**src/lsa_pkg.sv**
```systemverilog
package lsa_pkg;

  localparam int NUM_SLOTS = 4;
  localparam int SLOT_W    = (NUM_SLOTS > 1) ? $clog2(NUM_SLOTS) : 1;
  localparam int CNT_W     = $clog2(NUM_SLOTS + 1);
  localparam int ID_W      = 32;
  localparam int TIME_W    = 32;
  localparam int CFG_W     = 3;

  localparam logic [1:0] CMD_REQUEST = 2'd0;
  localparam logic [1:0] CMD_LOAD    = 2'd1;
  localparam logic [1:0] CMD_FINISH  = 2'd2;

  localparam logic [1:0] STAT_DONE    = 2'd0;
  localparam logic [1:0] STAT_NO_FREE = 2'd1;
  localparam logic [1:0] STAT_INVALID = 2'd2;

  typedef enum logic [1:0] {
    SLOT_VACANT  = 2'd0,
    SLOT_CONFIG  = 2'd1,
    SLOT_RUNNING = 2'd2
  } slot_state_e;

  typedef struct packed {
    slot_state_e       status;
    logic [ID_W-1:0]   loaded_id;
    logic [TIME_W-1:0] last_use;
    logic              failed;
    logic [ID_W-1:0]   pending_id;
  } lsa_entry_t;

  typedef struct packed {
    logic [SLOT_W-1:0] idx;
    logic              we_status;
    slot_state_e       status;
    logic              we_loaded;
    logic [ID_W-1:0]   loaded_id;
    logic              we_stamp;
    logic [TIME_W-1:0] stamp;
    logic              we_failed;
    logic              failed;
    logic              we_pending;
    logic [ID_W-1:0]   pending_id;
  } lsa_wr_t;

  typedef struct packed {
    logic clear;
    logic step;
  } lsa_scan_ctl_t;

  typedef struct packed {
    logic              hit_found;
    logic [SLOT_W-1:0] hit_idx;
    logic              free_found;
    logic [SLOT_W-1:0] lru_idx;
  } lsa_scan_res_t;

  function automatic logic [CNT_W-1:0] clamp_count(input logic [CFG_W-1:0] cfg);
    logic [CNT_W-1:0] n;
    if (cfg == '0) begin
      n = CNT_W'(1);
    end else if (int'(cfg) > NUM_SLOTS) begin
      n = CNT_W'(NUM_SLOTS);
    end else begin
      n = CNT_W'(cfg);
    end
    return n;
  endfunction

endpackage

```
**src/lsa_slot_table.sv**
```systemverilog
module lsa_slot_table
  import lsa_pkg::*;
(
  input  logic              clk_i,
  input  logic              rst_ni,
  input  logic [SLOT_W-1:0] rd_idx_i,
  output lsa_entry_t        rd_entry_o,
  input  lsa_wr_t           wr_i
);

  slot_state_e       status_q  [NUM_SLOTS];
  logic [ID_W-1:0]   loaded_q  [NUM_SLOTS];
  logic [TIME_W-1:0] last_q    [NUM_SLOTS];
  logic              failed_q  [NUM_SLOTS];
  logic [ID_W-1:0]   pending_q [NUM_SLOTS];

  always_ff @(posedge clk_i or negedge rst_ni) begin
    if (!rst_ni) begin
      for (int i = 0; i < NUM_SLOTS; i++) begin
        status_q[i]  <= SLOT_VACANT;
        loaded_q[i]  <= '0;
        last_q[i]    <= '0;
        failed_q[i]  <= 1'b0;
        pending_q[i] <= '0;
      end
    end else begin
      if (wr_i.we_status)  status_q[wr_i.idx]  <= wr_i.status;
      if (wr_i.we_loaded)  loaded_q[wr_i.idx]  <= wr_i.loaded_id;
      if (wr_i.we_stamp)   last_q[wr_i.idx]    <= wr_i.stamp;
      if (wr_i.we_failed)  failed_q[wr_i.idx]  <= wr_i.failed;
      if (wr_i.we_pending) pending_q[wr_i.idx] <= wr_i.pending_id;
    end
  end

  always_comb begin
    rd_entry_o.status     = status_q[rd_idx_i];
    rd_entry_o.loaded_id  = loaded_q[rd_idx_i];
    rd_entry_o.last_use   = last_q[rd_idx_i];
    rd_entry_o.failed     = failed_q[rd_idx_i];
    rd_entry_o.pending_id = pending_q[rd_idx_i];
  end

endmodule

```
**src/lsa_scan_unit.sv**
```systemverilog
module lsa_scan_unit
  import lsa_pkg::*;
(
  input  logic              clk_i,
  input  logic              rst_ni,
  input  lsa_scan_ctl_t     ctl_i,
  input  lsa_entry_t        entry_i,
  input  logic [SLOT_W-1:0] idx_i,
  input  logic [ID_W-1:0]   kid_i,
  output lsa_scan_res_t     res_o
);

  logic              hit_found_q;
  logic [SLOT_W-1:0] hit_idx_q;
  logic              free_found_q;
  logic [SLOT_W-1:0] lru_idx_q;
  logic [TIME_W-1:0] lru_time_q;

  logic is_free;
  logic is_hit;
  logic older;

  assign is_free = (entry_i.status == SLOT_VACANT);
  assign is_hit  = is_free && (entry_i.loaded_id == kid_i);
  assign older   = !free_found_q || (entry_i.last_use < lru_time_q);

  always_ff @(posedge clk_i or negedge rst_ni) begin
    if (!rst_ni) begin
      hit_found_q  <= 1'b0;
      free_found_q <= 1'b0;
    end else if (ctl_i.clear) begin
      hit_found_q  <= 1'b0;
      free_found_q <= 1'b0;
    end else if (ctl_i.step) begin
      if (is_hit && !hit_found_q) hit_found_q <= 1'b1;
      if (is_free) free_found_q <= 1'b1;
    end
  end

  always_ff @(posedge clk_i) begin
    if (ctl_i.step && !ctl_i.clear) begin
      if (is_hit && !hit_found_q) hit_idx_q <= idx_i;
      if (is_free && older) begin
        lru_idx_q  <= idx_i;
        lru_time_q <= entry_i.last_use;
      end
    end
  end

  assign res_o.hit_found  = hit_found_q;
  assign res_o.hit_idx    = hit_idx_q;
  assign res_o.free_found = free_found_q;
  assign res_o.lru_idx    = lru_idx_q;

endmodule

```
**src/lru_slot_allocator_with_affinity_top.sv**
```systemverilog
// Slot allocator for up to NUM_SLOTS reconfigurable accelerator slots, of which the first
// slots_in_use (clamped to 1..NUM_SLOTS) take part. A request walks the present slots one
// per cycle through a single shared compare unit, which tracks the first free slot already
// holding the kernel id and the free slot with the oldest stamp; a request passes through
// accept, one scan step per present slot, and commit. A load outcome or a completion
// reads its slot once and commits. in_stall_o is high while an item is at work; the
// result sits in an output register, so the next item may be accepted while it waits,
// and a commit holds only while a previous result is still stalled.
module lru_slot_allocator_with_affinity_top
  import lsa_pkg::*;
(
  input  logic              clk_i,
  input  logic              rst_ni,
  input  logic              cfg_we_i,
  input  logic [CFG_W-1:0]  cfg_wdata_i,
  input  logic              in_valid_i,
  output logic              in_stall_o,
  input  logic [1:0]        cmd_i,
  input  logic [ID_W-1:0]   kernel_id_i,
  input  logic [1:0]        slot_sel_i,
  input  logic              load_ok_i,
  input  logic [TIME_W-1:0] time_now_i,
  output logic              out_valid_o,
  input  logic              out_stall_i,
  output logic [1:0]        status_o,
  output logic [1:0]        slot_out_o,
  output logic              need_reload_o,
  output logic              whole_image_o,
  output logic              run_on_hw_o
);

  typedef enum logic [1:0] {
    S_IDLE,
    S_SCAN,
    S_REQ_END,
    S_EVENT
  } state_e;

  state_e            state_q;
  logic [CFG_W-1:0]  slots_in_use_q;
  logic [SLOT_W-1:0] idx_q;
  logic [1:0]        cmd_q;
  logic [ID_W-1:0]   kid_q;
  logic [1:0]        sel_q;
  logic              ok_q;
  logic [TIME_W-1:0] now_q;

  logic              out_valid_q;
  logic              out_valid_d;
  logic [1:0]        status_q;
  logic [1:0]        slot_out_q;
  logic              need_reload_q;
  logic              whole_image_q;
  logic              run_on_hw_q;

  logic [CNT_W-1:0]  n;
  logic              in_fire;
  logic              can_emit;
  logic              emit;
  logic              last_idx;
  logic              sel_ok;
  logic [SLOT_W-1:0] rd_idx;
  lsa_entry_t        entry;
  lsa_wr_t           wr;
  lsa_scan_ctl_t     scan_ctl;
  lsa_scan_res_t     scan_res;

  logic [1:0]        res_status;
  logic [1:0]        res_slot;
  logic              res_reload;
  logic              res_whole;
  logic              res_hw;
  logic [SLOT_W-1:0] pick;

  assign n           = clamp_count(slots_in_use_q);
  assign in_stall_o  = (state_q != S_IDLE);
  assign in_fire     = in_valid_i && !in_stall_o;
  assign can_emit    = !out_valid_q || !out_stall_i;
  assign emit        = (state_q == S_REQ_END || state_q == S_EVENT) && can_emit;
  assign out_valid_d = emit || (out_valid_q && out_stall_i);
  assign last_idx    = (CNT_W'(idx_q) == n - CNT_W'(1));
  assign sel_ok      = (32'(sel_q) < 32'(n));
  assign rd_idx      = (state_q == S_SCAN) ? idx_q : SLOT_W'(sel_q);
  assign pick        = scan_res.hit_found ? scan_res.hit_idx : scan_res.lru_idx;

  assign scan_ctl.clear = in_fire;
  assign scan_ctl.step  = (state_q == S_SCAN);

  lsa_slot_table u_table (
    .clk_i      (clk_i),
    .rst_ni     (rst_ni),
    .rd_idx_i   (rd_idx),
    .rd_entry_o (entry),
    .wr_i       (wr)
  );

  lsa_scan_unit u_scan (
    .clk_i   (clk_i),
    .rst_ni  (rst_ni),
    .ctl_i   (scan_ctl),
    .entry_i (entry),
    .idx_i   (idx_q),
    .kid_i   (kid_q),
    .res_o   (scan_res)
  );

  always_comb begin
    wr         = '0;
    wr.status  = SLOT_VACANT;
    res_status = STAT_INVALID;
    res_slot   = sel_q;
    res_reload = 1'b0;
    res_whole  = 1'b0;
    res_hw     = 1'b0;
    unique case (state_q)
      S_REQ_END: begin
        if (!scan_res.free_found) begin
          res_status = STAT_NO_FREE;
          res_slot   = 2'd0;
        end else begin
          res_status = STAT_DONE;
          res_slot   = 2'(pick);
          wr.idx       = pick;
          wr.we_status = can_emit;
          if (scan_res.hit_found) begin
            wr.status    = SLOT_RUNNING;
            wr.we_failed = can_emit;
            wr.failed    = 1'b0;
            res_hw       = 1'b1;
          end else begin
            wr.status     = SLOT_CONFIG;
            wr.we_pending = can_emit;
            wr.pending_id = kid_q;
            res_reload    = 1'b1;
            res_whole     = (n == CNT_W'(1));
          end
        end
      end
      S_EVENT: begin
        wr.idx = SLOT_W'(sel_q);
        if (cmd_q == CMD_LOAD && sel_ok && entry.status == SLOT_CONFIG) begin
          res_status   = STAT_DONE;
          res_hw       = ok_q;
          wr.we_status = can_emit;
          wr.status    = SLOT_RUNNING;
          wr.we_failed = can_emit;
          wr.failed    = !ok_q;
          wr.we_loaded = can_emit && ok_q;
          wr.loaded_id = entry.pending_id;
        end else if (cmd_q == CMD_FINISH && sel_ok && entry.status == SLOT_RUNNING) begin
          res_status   = STAT_DONE;
          res_hw       = !entry.failed;
          wr.we_status = can_emit;
          wr.status    = SLOT_VACANT;
          wr.we_stamp  = can_emit;
          wr.stamp     = now_q;
        end
      end
      default: begin
      end
    endcase
  end

  always_ff @(posedge clk_i or negedge rst_ni) begin
    if (!rst_ni) begin
      state_q        <= S_IDLE;
      slots_in_use_q <= CFG_W'(1);
      idx_q          <= '0;
      out_valid_q    <= 1'b0;
      status_q       <= '0;
      slot_out_q     <= '0;
      need_reload_q  <= 1'b0;
      whole_image_q  <= 1'b0;
      run_on_hw_q    <= 1'b0;
    end else begin
      if (cfg_we_i) slots_in_use_q <= cfg_wdata_i;
      out_valid_q <= out_valid_d;
      unique case (state_q)
        S_IDLE: begin
          if (in_fire) begin
            idx_q   <= '0;
            state_q <= (cmd_i == CMD_REQUEST) ? S_SCAN : S_EVENT;
          end
        end
        S_SCAN: begin
          if (last_idx) begin
            state_q <= S_REQ_END;
          end else begin
            idx_q <= idx_q + SLOT_W'(1);
          end
        end
        S_REQ_END, S_EVENT: begin
          if (can_emit) begin
            status_q      <= res_status;
            slot_out_q    <= res_slot;
            need_reload_q <= res_reload;
            whole_image_q <= res_whole;
            run_on_hw_q   <= res_hw;
            state_q       <= S_IDLE;
          end
        end
        default: state_q <= S_IDLE;
      endcase
    end
  end

  always_ff @(posedge clk_i) begin
    if (in_fire) begin
      cmd_q <= cmd_i;
      kid_q <= kernel_id_i;
      sel_q <= slot_sel_i;
      ok_q  <= load_ok_i;
      now_q <= time_now_i;
    end
  end

  assign out_valid_o   = out_valid_q;
  assign status_o      = status_q;
  assign slot_out_o    = slot_out_q;
  assign need_reload_o = need_reload_q;
  assign whole_image_o = whole_image_q;
  assign run_on_hw_o   = run_on_hw_q;

  a_accept_busy: assert property (@(posedge clk_i) disable iff (!rst_ni)
    in_fire |=> state_q != S_IDLE)
    else $error("item accepted but sequencer stayed idle");

  a_scan_bound: assert property (@(posedge clk_i) disable iff (!rst_ni)
    state_q == S_SCAN |-> CNT_W'(idx_q) < n)
    else $error("scan index beyond slot count");

  a_no_free_zero: assert property (@(posedge clk_i) disable iff (!rst_ni)
    out_valid_o && status_o == STAT_NO_FREE |->
      slot_out_o == 2'd0 && !need_reload_o && !whole_image_o && !run_on_hw_o)
    else $error("refused request carries nonzero fields");

  a_whole_reload: assert property (@(posedge clk_i) disable iff (!rst_ni)
    out_valid_o && whole_image_o |-> need_reload_o && !run_on_hw_o)
    else $error("whole image without reload");

  a_hit_is_free: assert property (@(posedge clk_i) disable iff (!rst_ni)
    state_q == S_REQ_END && scan_res.hit_found |-> scan_res.free_found)
    else $error("affinity hit on a slot that was not free");

endmodule

```
**config.mk**
```make
export PLATFORM = sky130hd
export DESIGN_NAME = lru_slot_allocator_with_affinity_top
export DESIGN_NICKNAME = d
export VERILOG_FILES = /design/src/lsa_pkg.sv /design/src/lsa_slot_table.sv /design/src/lsa_scan_unit.sv /design/src/lru_slot_allocator_with_affinity_top.sv
export SDC_FILE = /design/constraint.sdc
export NUM_CORES = 1
export LEC_CHECK = 0
export BUFFER_PORTS_ARGS = -buffer_cell sky130_fd_sc_hd__buf_2
export CAP_MARGIN = 20
export CORE_ASPECT_RATIO = 1.1
export CORE_MARGIN = 2
export CORE_UTILIZATION = 46
export CTS_CLUSTER_SIZE = 16
export DETAILED_ROUTE_END_ITERATION = 10
export PLACE_DENSITY = 0.64
export SLEW_MARGIN = 20
export SYNTH_ARGS = -nofsm -noshare
export SYNTH_HDL_FRONTEND = slang
export SYNTH_SLANG_ARGS = --single-unit
```
**constraint.sdc**
```tcl
create_clock -name clk_i -period 16.29 [get_ports clk_i]
set_input_delay 2.4435 -clock clk_i [delete_from_list [all_inputs] [get_ports clk_i]]
set_output_delay 2.4435 -clock clk_i [all_outputs]
set_load 0.02 [all_outputs]
```
; ---- After elaboration in Yosys (flattened, before gate mapping)
; Index checks and enable logic that the tools add are counted.
[op_classes]
bitwise_logic = 2
n_reduce_logical = 42
n_addsub = 2
magnitude_cmp = 6
n_mux = 76
n_eq_ne = 14
[op_table]
columns = op, count
row1 = 128-bit bitwise mux, 3
row2 = 32-bit 2-to-1 mux, 7
row3 = 32-bit binary-select mux with 2-bit select, 3
row4 = 33-bit 2-to-1 mux, 5
row5 = 66-bit 2-to-1 mux, 1
row6 = 32-bit demux with 2-bit select, 1
row7 = 2-bit 2-to-1 mux, 18
row8 = 35-bit 2-to-1 mux, 1
row9 = 32-bit equality test, 1
row10 = 32-bit less-than comparator, 1
row11 = 1-bit 2-to-1 mux, 20
row12 = 1-bit logical AND, 13
row13 = 3-bit 2-to-1 mux, 4
row14 = 2-bit case mux with 2 select lines, 3
row15 = 5-bit case mux with 2 select lines, 1
row16 = 2-bit AND reduction, 5
row17 = 2-bit nonzero test, 5
row18 = 8-bit bitwise mux, 1
row19 = 2-bit equality test (second input constant), 4
row20 = 1-bit zero test, 8
row21 = 2-bit != test (second input constant), 4
row22 = 2-bit by 1-bit equality test with 1-bit output (second input constant), 3
row23 = 3-bit >= comparator (second input constant), 2
row24 = 2-bit zero test, 3
row25 = 20 further kinds, 25
[word_totals]
input_bits = 77
wordCells = 181
register_bits = 518
out_inout_bits = 9

; ---- Depth between registers and ports, before layout
[depth]
depth_word = 17
depth_mapped = 17
mapped_depth_nobuf = 11

; ---- Hierarchy
; A second synthesis with hierarchy kept.
[unflattened]
hier_cells = 1460
area_unflattened_um2 = 23231.0
[modules_own_cells]
columns = mod, seq_area_each_um2, area_each_um2, n_inst, cells_each
row1 = lsa_slot_table, 9909.5, 17110.2, 1, 973
row2 = lru_slot_allocator_with_affinity_top, 2448.6, 3808.7, 1, 289
row3 = lsa_scan_unit, 1131.1, 2312.2, 1, 198

; ---- Worst setup path after synthesis
; Ideal clock, no wire load.
[synth_timing]
kind = register to register
startpoint = register state_q[0]
endpoint = register u_scan.lru_idx_q[0], enable pin
setup_ns = 0.437
stages_incl_launch_ff = 18
path_slack_ns = 10.472
synth_period_minus_slack_ns = 5.818
arrival_ns = 5.382
n_path_buf = 6
cell_sequence = dfrtp_1 buf_2 nor2b_1 buf_2 o21ai_2 buf_2 buf_2 buf_1 buf_1 mux4_2 ha_1 a21o_1 a21oi_1 nor2b_1 o211ai_1 a31oi_1 or3_1 a21oi_1
[synth_lines]
columns = item, line_no
row1 = from (decl), lru_slot_allocator_with_affinity_top.sv:39  ; state_e state_q;
row2 = from (signal assigned), lru_slot_allocator_with_affinity_top.sv:182  ; state_q <= (cmd_i == CMD_REQUEST) ? S_SCAN : S_EVENT;
row3 = to (signal assigned), lsa_scan_unit.sv:44  ; lru_idx_q <= idx_i;
row4 = to (decl), lsa_scan_unit.sv:16  ; logic [SLOT_W-1:0] lru_idx_q;

; ---- Worst setup path in the final report
[layout_timing]
startpoint = register state_q[1]
endpoint = register u_scan.hit_idx_q[0], enable pin
[layout_between]
elab_chain_cells = 10
elab_cells_between_ends = 19
cone_classes = eq/ne: 2 / mux: 7 / bitwise: 1 / reduce/logical: 9
[layout_rtl]
columns = item, line_no
row1 = 2-bit by 1-bit equality test with 1-bit output, "lru_slot_allocator_with_affinity_top.sv:83, lru_slot_allocator_with_affinity_top.sv:87"
row2 = 2-bit 2-to-1 mux, lru_slot_allocator_with_affinity_top.sv:83  ; assign rd_idx = (state_q == S_SCAN) ? idx_q : SLOT_W'(sel_q);
row3 = 2-bit NOT with 3-bit output (not written as such), "lsa_slot_table.sv:36, lsa_slot_table.sv:37"
row4 = 32-bit binary-select mux with 2-bit select / 2-bit binary-select mux with 2-bit select (equally long branches), "lsa_slot_table.sv:37, lsa_slot_table.sv:36"
row5 = 32-bit 2-to-1 mux (not written as such) / 2-bit 2-to-1 mux (equally long branches) (2 in series), "lsa_slot_table.sv:37, lsa_slot_table.sv:36"
row6 = 32-bit equality test / 2-bit zero test (equally long branches), "lsa_scan_unit.sv:24, lsa_scan_unit.sv:23"
row7 = 1-bit logical AND, lsa_scan_unit.sv:24  ; assign is_hit = is_free && (entry_i.loaded_id == kid_i);
row8 = 1-bit logical AND, lsa_scan_unit.sv:42  ; if (is_hit && !hit_found_q) hit_idx_q <= idx_i;
row9 = 2-bit AND reduction (no line) *, --
row10 = to (signal assigned), lsa_scan_unit.sv:42
row11 = to (decl), lsa_scan_unit.sv:14  ; logic [SLOT_W-1:0] hit_idx_q;
; Mark *: on every way between the ends. The rest lies on a longest branch, timed or not. The select of a mux whose other input is x is not followed.
; A chain may end at the register's enable or synchronous reset.

==> results.tsv <==
metric	value	unit
status	finished with violations	
violations	DRC	
post-route-drc-count	3	
dr.pass1.iters	8	
arrival	5.86	ns
grt_max_degree	127	
die_w	222	um
drv_slew	0	
clk_latency	0.60	ns
nets	2073	
crit_path_frequent_cell	buf_4	
synth.top_cell.area_share	43.0	%
synth_common_cells	dfrtp_1 (412), nand2_1 (244), mux2_2 (237), o21ai_0 (171), edfxtp_1 (105)	
drt-wirelength-per-cell	21.8	um
cp_top_family	buffers and inverters	
total_switching_power	1.13	mW
synth_top_area_cell	dfrtp_1	
coreArea	51400	um^2
die_area	53900	um^2
synth.ff_latch_count	518	
yosysSeqAreaShare	56.3	%
slew_headroom	13.4	%
syn_inst	1914	
antennaDiodeCount	0	
clk_pin_slew	0.06	ns
drtIter0Drc	1133	
htree_levels	2	
hpwl	34.8	mm
grt_use_total	21.9	%
vias_per_cell	5.88	
cts-hold-fix-buffers	0	
cts_tree	yes	
p_clk_share	34.6	%
critPathCaptureType	flip-flop	
seqCellArea	13500	um^2
peakVddDrop	0.0000804	V
start_kind	flip-flop	
skew	0.0101	ns
critical-path-max-stage-delay	0.85	ns
synth_most_common_cell	dfrtp_1	
crit_slowest_cell	dfrtp_1	
cap_violations	0	
yosysWarnings	0	
fillers	4365	
synth_cell_types	64	
cp_max_fo	55	
port_buffers	85	
multiInputGateArea	9630	um^2
fin_crit	5.61	ns
numCtsBuffers	55	
syn_area	24000	um^2
seqPwrFrac	43.0	%
hold_viol	0	
rows	87	
tns	0	ns
final_cell_area	26900	um^2
cts_root_buf	clkbuf_16	
worst_slew_pin_slew	1.27	ns
cts-resized-gates	0	
place_congestion	0.825	
num_vias	15700	
clockBufferDepth	3	
syn_avg_cell_area	12.5	um^2
ant_nets	0	
hp-class	reg2reg	
antenna_found_initial	0	
crit_type	reg2reg	
grt_pass1_wl	93.1	mm
grt_overflow_total	0	
setup_viol	0	
grt_pass1_vias	16600	
final_core_util	52.4	%
drive_above_1_share	27.2	%
wirelength	58.3	mm
initial_utilization	46.6	%
power.leakage	12.2	nW
clkSinkCount	518	
p_per_area	140	nW/um^2
crit_path_cell_trace	buf_4, and3b_1, a21oi_4, buf_4, buf_4, mux4_2, xor2_1, a2111oi_0, buf_4, nand2_1, nor4_1	
dpl-instance-area	25000	um^2
post-route-period-util	34.4	%
internal-power	2.63	mW
fmax	0.178	GHz
syn_nets	2024	
critical_path_buf_inv_count	4	
ys.flop_type	dfrtp_1	
async_flop_share	79.7	%
cp.required	16.55	ns
synth_edf_count	105	
syn2layout_area_growth	12.4	%
rsz0062_at_grt	no	
comb_power_share	22.4	%
cts_setup_buffers	0	
ios	86	
dieHeight	243	um
yosys-top-cells-area	dfrtp_1 (43%), edfxtp_1 (13%), mux2_2 (11%)	
switching_share	30.1	%
worst register-to-register path, delay by kind of cell, from the launching register on:
kind                      cells  cell delay [ns]
and+or+nand+nor               3             0.81
muxes                         1             0.62
xor gates and xnor gates      1             0.17
AOI/OAI and AO/OA             2             0.71
DFF                           1             0.85
buffers and inverters         4             2.12
worst paths after layout:
| path | slack (ns) | to | depth (start not counted) | startpoint |
|---|---|---|---|---|
| max | 10.68 | u_scan.hit_idx_q[0] | 11 | state_q[1] |
| min | 0.48 | u_table.pending_q[3] | 2 | u_table.pending_q[3] |
| max reg2reg | 10.68 | u_scan.hit_idx_q[0] | 11 | state_q[1] |
| min reg2reg | 0.48 | u_table.pending_q[3] | 2 | u_table.pending_q[3] |
| max in group asynchronous | 12.71 | u_table.loaded_q[3] | 2 | rst_ni |
| min in group asynchronous | 1.95 | u_table.last_q[73] | 1 | rst_ni |
cell type report:
cell class	instances	area share, %
tap	667	3.10
sequential	518	50.1
clock buffer	91	6.62
inverter	88	1.23
timing repair buffer	121	2.69
multi-input combinational	1179	35.8
clock inverter	12	0.502
layer usage:
layer	GRT usage, %	share of wire (%)
met5	0	0
met4	9.36	3.7
met3	3.05	4.2
met2	37.8	50
met1	27.6	42
metrics by stage:
step	std cells	setup WS (ns)	hold slack, ns	power [mW]
detailed placement	2573	10.71	0.467	2.48
global placement	2572	10.51	0.456	2.46
floorplan	1914	10.47	0.444	2.20
global route	2676	10.37	0.491	3.93
CTS	2676	10.62	0.480	3.80
finish	2676	10.68	0.475	3.76
state kept, by name, summed over array words and instances (netlist names), 2 cells and up:
register           count
u_table.failed_q       4
u_table.status_q       8
u_table.loaded_q     128
u_scan.lru_time_q     32
state_q                2
slots_in_use_q         3
u_scan.hit_idx_q       2
idx_q                  2
slot_out_o             2
kid_q                 32
status_o               2
u_scan.lru_idx_q       2
sel_q                  2
u_table.pending_q    128
cmd_q                  2
u_table.last_q       128
now_q                 32
power by group through the flow:
stage,clock network [mW],logic (mW),registers (mW)
6_report,1.30,0.841,1.62
5_1_grt,1.38,0.907,1.64
4_1_cts,1.33,0.848,1.62
3_5_place_dp,0,0.844,1.64
3_3_place_gp,0,0.823,1.63
2_1_floorplan,0,0.603,1.60
kinds of logic after synthesis:
group	Yosys count	synth area share (%)
compound gates	422	11.8
simple gates	400	8.00
buf+inv	217	3.72
mux	317	18.2
fa+ha+maj	33	1.72
xor+xnor	7	0.256
flops	518	56.3
layout by cell type, fill, tap and decap left out, drive strengths merged, types with 49 or more instances in the layout:
cell type,Yosys,layout
dfrtp,412,412
nand2,244,244
mux2,237,237
o21ai,172,172
buf,57,121
edfxtp,105,105
clkbuf,72,91
inv,88,88
mux4,71,71
o211ai,49,49
Power figures use the tool's default switching activity.
